$ cat src/uvsg_pkg.sv
// Shared constants, types and tables for the UV-sphere vertex generator.
// No dependencies.
`default_nettype none

package uvsg_pkg;

    localparam int CORDIC_STAGES_DEF = 16;
    localparam int MAX_COUNT_DEF     = 1024;

    // divider geometry: remainder holds a count, quotient covers 0..2*pi in Q3.30
    localparam int DIV_RW = 11;
    localparam int DIV_QW = 33;
    localparam int DIV_NW = DIV_RW + DIV_QW;

    localparam logic [31:0] PI_Q30      = 32'd3373259426;
    localparam logic [32:0] TWO_PI_Q30  = 33'd6746518852;
    localparam logic [31:0] HALF_PI_Q30 = 32'd1686629713;
    localparam logic [31:0] GAIN_Q30    = 32'd652032874;

    localparam int ATAN_LEN = 24;

    // register index codes (paddr[3:2])
    localparam logic [1:0] REG_RADIUS  = 2'd0;
    localparam logic [1:0] REG_RINGS   = 2'd1;
    localparam logic [1:0] REG_SEGS    = 2'd2;

    typedef struct packed {
        logic oor;
        logic top;
        logic bot;
    } flags_t;

    typedef struct packed {
        logic [16:0]        tex_u;
        logic [16:0]        tex_v;
    } tex_t;

    typedef struct packed {
        logic               oor;
        logic [16:0]        tex_v;
        logic [16:0]        tex_u;
        logic signed [15:0] tangent_z;
        logic signed [15:0] tangent_x;
        logic signed [15:0] normal_z;
        logic signed [15:0] normal_y;
        logic signed [15:0] normal_x;
        logic signed [16:0] pos_z;
        logic signed [16:0] pos_y;
        logic signed [16:0] pos_x;
    } vtx_t;

    // atan(2^-i) in Q2.30
    function automatic logic [31:0] atan_q30(input int i);
        logic [31:0] r;
        case (i)
            0:       r = 32'd843314856;
            1:       r = 32'd497837829;
            2:       r = 32'd263043836;
            3:       r = 32'd133525158;
            4:       r = 32'd67021686;
            5:       r = 32'd33543515;
            6:       r = 32'd16775850;
            7:       r = 32'd8388437;
            8:       r = 32'd4194282;
            9:       r = 32'd2097149;
            10:      r = 32'd1048575;
            11:      r = 32'd524287;
            12:      r = 32'd262143;
            13:      r = 32'd131071;
            14:      r = 32'd65535;
            15:      r = 32'd32767;
            16:      r = 32'd16383;
            17:      r = 32'd8191;
            18:      r = 32'd4095;
            19:      r = 32'd2047;
            20:      r = 32'd1023;
            21:      r = 32'd511;
            22:      r = 32'd255;
            23:      r = 32'd127;
            default: r = 32'd0;
        endcase
        return r;
    endfunction

endpackage

`default_nettype wire

$ cat src/uvsg_div.sv
// Pipelined restoring divider, one quotient bit per stage.
// Depends on uvsg_pkg. Numerator must satisfy num >> QW < den.
`default_nettype none

module uvsg_div
    import uvsg_pkg::*;
#(
    parameter int RW = DIV_RW,
    parameter int QW = DIV_QW
)
(
    input  wire logic               clk,
    input  wire logic               en,
    input  wire logic [RW+QW-1:0]   num,
    input  wire logic [RW-1:0]      den,
    output logic      [QW-1:0]      quo
);

    // upper RW bits: partial remainder; lower QW bits: numerator tail / quotient
    logic [RW+QW-1:0] s_reg  [0:QW-1];
    logic [RW+QW-1:0] s_next [0:QW-1];

    function automatic logic [RW+QW-1:0] step(input logic [RW+QW-1:0] s,
                                                input logic [RW-1:0] d);
        logic [RW:0]   t;
        logic [RW:0]   diff;
        logic [RW-1:0] rem;
        logic          q;
        t    = s[RW+QW-1:QW-1];
        diff = t - {1'b0, d};
        q    = (t >= {1'b0, d});
        rem  = q ? diff[RW-1:0] : t[RW-1:0];
        return {rem, s[QW-2:0], q};
    endfunction

    always_comb
    begin
        for (int k = 0; k < QW; k++)
        begin
            if (k == 0)
                s_next[k] = step(num, den);
            else
                s_next[k] = step(s_reg[k-1], den);
        end
    end

    always_ff @(posedge clk)
    begin
        if (en)
        begin
            for (int k = 0; k < QW; k++)
                s_reg[k] <= s_next[k];
        end
    end

    assign quo = s_reg[QW-1][QW-1:0];

endmodule

`default_nettype wire

$ cat config.mk
export PLATFORM = sky130hd
export DESIGN_NAME = uvsg_div
export DESIGN_NICKNAME = d
export VERILOG_FILES = /design/src/uvsg_pkg.sv /design/src/uvsg_div.sv
export SDC_FILE = /design/constraint.sdc
export NUM_CORES = 2
export LEC_CHECK = 0
export BUFFER_PORTS_ARGS = -buffer_cell sky130_fd_sc_hd__buf_4
export CAP_MARGIN = 20
export CORE_MARGIN = 1.5
export CORE_UTILIZATION = 50
export CTS_CLUSTER_DIAMETER = 100
export CTS_CLUSTER_SIZE = 30
export DETAILED_ROUTE_END_ITERATION = 7
export PLACE_DENSITY = 0.69
export SLEW_MARGIN = 20
export SYNTH_ARGS = -nofsm -noshare
export SYNTH_HDL_FRONTEND = slang
export SYNTH_SLANG_ARGS = --single-unit
$ cat constraint.sdc
create_clock -name clk -period 5.8 [get_ports clk]
set_input_delay 0.29 -clock clk [delete_from_list [all_inputs] [get_ports clk]]
set_output_delay 0.29 -clock clk [all_outputs]
set_load 0.05 [all_outputs]
# Word-level counts from Yosys, hierarchy flattened
# Memory sizes are Yosys's and may differ from the RTL's.
# Index checks and enable logic that the tools add are counted.
# totals
latchBits	0
out_inout_bits	33
register_bits	0
mem_count	1
inputBits	57
rom_bits	0
ramBits	1452
wordCells	102
# op_classes
n_mul	0
muxes	35
n_addsub	33
magnitude_cmp	33
div_mod_pow	0
shift	0
bitwise	0
n_eq_ne	0
n_reduce_logical	0
# mem_list
name	words	word_bits	rd	rd_clocked_by_memory_dff	wr	line	source
s_reg	33	44	33	0	33	uvsg_div.sv:20	logic [RW+QW-1:0] s_reg [0:QW-1];
# ops
op	n
greater-or-equal comparator 12 x 11 -> 1 bit	33
two-way mux 11 bit	33
subtractor 11 bit	33
two-way mux 1 bit	2

# Logic depth before layout (Yosys ltp)
# logic_depth
depth_word	2
ltp_mapped	9
mapped_depth_nobuf	8

# Least setup slack after synthesis
# No wires, ideal clock.
# synth_timing
path_type	input port to flip-flop
startpoint	input den[5]
endpoint	memory s_reg[0][87] (netlist bit), data pin
path_slack_ps	3151
setup_time_ps	260
arrival_ps	2389
cell_stages	8
path_buffers	1
path_cell_list	inv_1 > ha_1 > buf_2 > a21oi_1 > o21ai_0 > nor2_1 > mux2_2 > mux2_2
# synth_lines
element	line	source
start, declared	uvsg_div.sv:15	input wire logic [RW-1:0] den,
end, declared	uvsg_div.sv:20	

==> summary.txt <==
Status
  – Outcome: complete, no violations

Cells and area
  – Design area: 70700 um2
  – Max reg flops: 1441
  – Filler Cell Count: between 10000 and 15000
  – Share of layout cells above drive strength 1: 11.0%
  – Diode count: 0
  – Area Growth Syn to Fin: 7.07%
  – Finished Layout Cells: 6374
  – Net count, final: just over 5000

Worst setup path
  – Worst reg2reg path endpoint: s_reg[0][1267]
  – Critical Path Sink: s_reg[0][1267]
  – CP Max Fanout: 12
  – Reg2Reg Setup Slack: roughly 2.9 ns
  – Critical path arrival: 3.39 ns
  – Crit path kind: flip-flop to flip-flop
  – Worst-path cell with the longest stage delay: o31ai_4
  – Worst R2R Path Depth: 8
  – Slowest stage delay, CP: around 0.81 ns
  – Worst setup path start: s_reg[0][1220]
  – CP Launch Type: flip-flop
  – Crit path cell chain: inv_1 -> ha_1 -> fa_1 -> nand2b_2 -> a21oi_2 -> a41oi_1 -> o31ai_4 -> mux2_2
  – Critical Path RT: 6.25 ns
  – Reg-to-reg startpoint: s_reg[0][1220]
  – CP endpoint kind: flip-flop

Global route
  – Gr usage total: around 16%
  – First-pass GRT wire length: between 150000 and 200000 um
  – Largest net degree at the start of global routing: approximately 190
  – GRT Residual Overflow: 0
  – Initial antenna violation count: 0
  – Vias in the first global route: 34200

Job
  – MaxCap Viol Count: 0

Die
  – Die Ht: between 300 and 400 um
  – # IOs: 90
  – DIE WIDTH: ~370 um
  – Initial core utilization: 50.3%
  – Site Rows: ~130
  – Die ar.: 134000 um2
  – Total core area: between 100000 and 150000 um2

Pwr
  – Switching share of power: 32.5%
  – Pint: between 20 and 25 mW
  – Net Sw Power: 10.7 mW
  – Sequential power share: between 40 and 50%
  – Clk pwr share: between 10% and 20%
  – PD cells: between 400 and 500 nW/um2
  – Comb pwr share: between 30 and 40%
  – Leak: between 20 and 30 nW
  – VDD IR max: 0.259 mV

STA
  – Slew Limit Fails: 0
  – Setup tns final: 0 ns
  – Tmin final: 2.93 ns
  – Fin crit share: ~50%
  – Final Hold Viols: 0
  – Worst slew pin tran: 1.02 ns
  – Clk_skew: 0.0275 ns
  – F_max: 341 MHz
  – Final setup fails: 0
  – Max_slew headroom: a little under a third
  – RSZ-0062 raised after global routing: false

Yosys
  – Synth Net Count: slightly below 5000
  – Seq cells post-synth: approximately 1400
  – Top-area cell type share of the netlist area: around 66%
  – Fraction of registers with async set/reset: 0%
  – Post-synth top flop: edfxtp_1
  – Number of synthesized flops with an enable pin: 1441
  – Netlist Area Pre-Place: ~66000 um2
  – Largest cells by area after synthesis: edfxtp_1 66%, ha_1 6.9%, mux2_2 4.6%
  – Post-Synthesis Cells: roughly 4500
  – Syn_area_per_cell: 14.8 um2
  – Yosys cell types: 62
  – Register area share after synthesis: between 60% and 70%
  – Area leader, netlist: edfxtp_1
  – Number of synthesis warnings: 0

CTS
  – CTS Buf Count: 57
  – Clock slew at reported path FFs: 0.10 ns
  – Worst-Skew Late Latency: roughly 0.7 ns
  – Setup Buffers After CTS: 0
  – Sink Count: roughly 1400
  – Post-CTS sizing: 0
  – Root buffer cell: clkbuf_16
  – CTS tree: yes
  – CTS Buffer Depth: 3
  – H-tree lvl count: 2

Placed design
  – DP HPWL: ~70000 um
  – Placed cells: around 6300
  – Placed cell areas: a little under 70000 um2
  – Final Wtd Congestion: a little under 0.9
  – PortBufs: between 80 and 90

Min path
  – Worst hold path class: primary input to flip-flop

Routing
  – Post-DR wirelength/cell: approximately 18 um
  – Drc violations: 0
  – Initial DRC Count: roughly 2700
  – Via count: 35800
  – Via/cell ratio: ~5.6
  – Post-Route WL: around 110000 um
  – Drt pass-1 iters: 5
  – Detail Route Antenna Nets: 0
synthesized netlist by cell type, types with 44 or more instances:
cell type,count
ha_1,363
a21oi_1,178
o21ai_0,155
nor3_1,112
a211oi_1,71
nor2_1,339
nor2b_1,70
inv_1,204
o21a_1,172
nand2b_1,76
edfxtp_1,1441
nand2_1,77
mux2i_1,97
mux2_2,267
nand4_1,44
and4_1,47
buf_4,47
xnor2_1,145
nand3_1,88
worst min path at each step:
stage	startpoint	to	slack, ns	cells after the start
floorplan	num[9]	s_reg[0][10]	0.39	0
global placement	s_reg[0][377]	s_reg[0][422]	0.40	0
detailed placement	s_reg[0][982]	s_reg[0][1027]	0.40	0
CTS	en	s_reg[0][1]	0.19	1
global route	en	s_reg[0][1]	0.23	1
finish	en	s_reg[0][1]	0.18	1
cell families (layout without fill, tap and decap cells):
family	count (synthesis)	after routing	synth area share (%)
flops	1441	1441	65.5
mux	373	373	6.22
simple gates	953	953	7.33
buf+inv	284	446	2.14
compound gates	851	851	8.78
fa+ha+maj	395	395	7.85
xor+xnor	160	160	2.12
per-stage QoR:
| stage | hold slack, ns | utilization, % | setup slack, ns | total power, mW |
|---|---|---|---|---|
| 2_1_floorplan | 0.389 | - | 3.15 | 25.5 |
| 3_3_place_gp | 0.400 | 52.2 | 2.10 | 27.8 |
| 3_5_place_dp | 0.405 | 52.2 | 2.26 | 28.1 |
| 4_1_cts | 0.186 | 53.8 | 2.88 | 33.2 |
| 5_1_grt | 0.231 | 53.8 | 2.78 | 35.2 |
| 6_report | 0.181 | 53.8 | 2.87 | 33.0 |
worst max-delay path, delay by kind of cell, from the launching register on:
kind	cells	cell delay [ns]
compound gates	3	1.06
fa+ha+maj	2	0.60
mux	1	0.42
flops	1	0.33
simple gates	1	0.22
buf+inv	1	0.05
per-layer routing:
metal,GRT usage [%],part of all wire (%)
met5,0,0
met4,4.40,2.4
met3,1.86,4.0
met2,26.6,46
met1,23.3,47
final cells by class:
| cell class | instances | area (um2) | area share (%) |
|---|---|---|---|
| clock inverter | 18 | 194 | 0.274 |
| clock buffer | 61 | 1480 | 2.10 |
| timing repair buffer | 163 | 1440 | 2.04 |
| multi-input combinational | 2732 | 21300 | 30.2 |
| inverter | 204 | 766 | 1.08 |
| sequential | 1441 | 43300 | 61.2 |
| tap | 1755 | 2200 | 3.11 |
timing repair:
item | 4_1_cts | 5_1_grt
endpoints found under the setup margin | 0 | 0
hold buffers | 43 | 0
endpoints found under the hold margin | 43 | 0
cell usage in the layout, fill, tap and decap left out, drive strengths merged, types with 17 or more instances in the layout:
cell type    count
a22oi           28
xnor2          145
or3             31
nor3           112
or4             27
o311ai          17
o211ai          39
buf            120
fa              32
ha             363
nand3           88
nor2b           70
o21ai          157
nor2           340
a31oi           25
mux2i           97
nand2b          79
o21a           172
a2111o          17
a211oi          71
mux2           276
edfxtp        1441
a21oi          179
nand4           44
o31a            32
o2111ai         35
and4            47
clkbuf          61
dlygate4sd3     43
nand2           77
inv            209
power groups by stage:
stage	Sequential [mW]	Combinational, mW	Clock [mW]
2_1_floorplan	14.8	10.7	0
3_3_place_gp	15.3	12.5	0
3_5_place_dp	15.2	12.9	0
4_1_cts	15.0	13.0	5.23
5_1_grt	15.2	14.5	5.54
6_report	15.0	13.1	4.96
No activity file was read; power rests on OpenSTA's default activity.
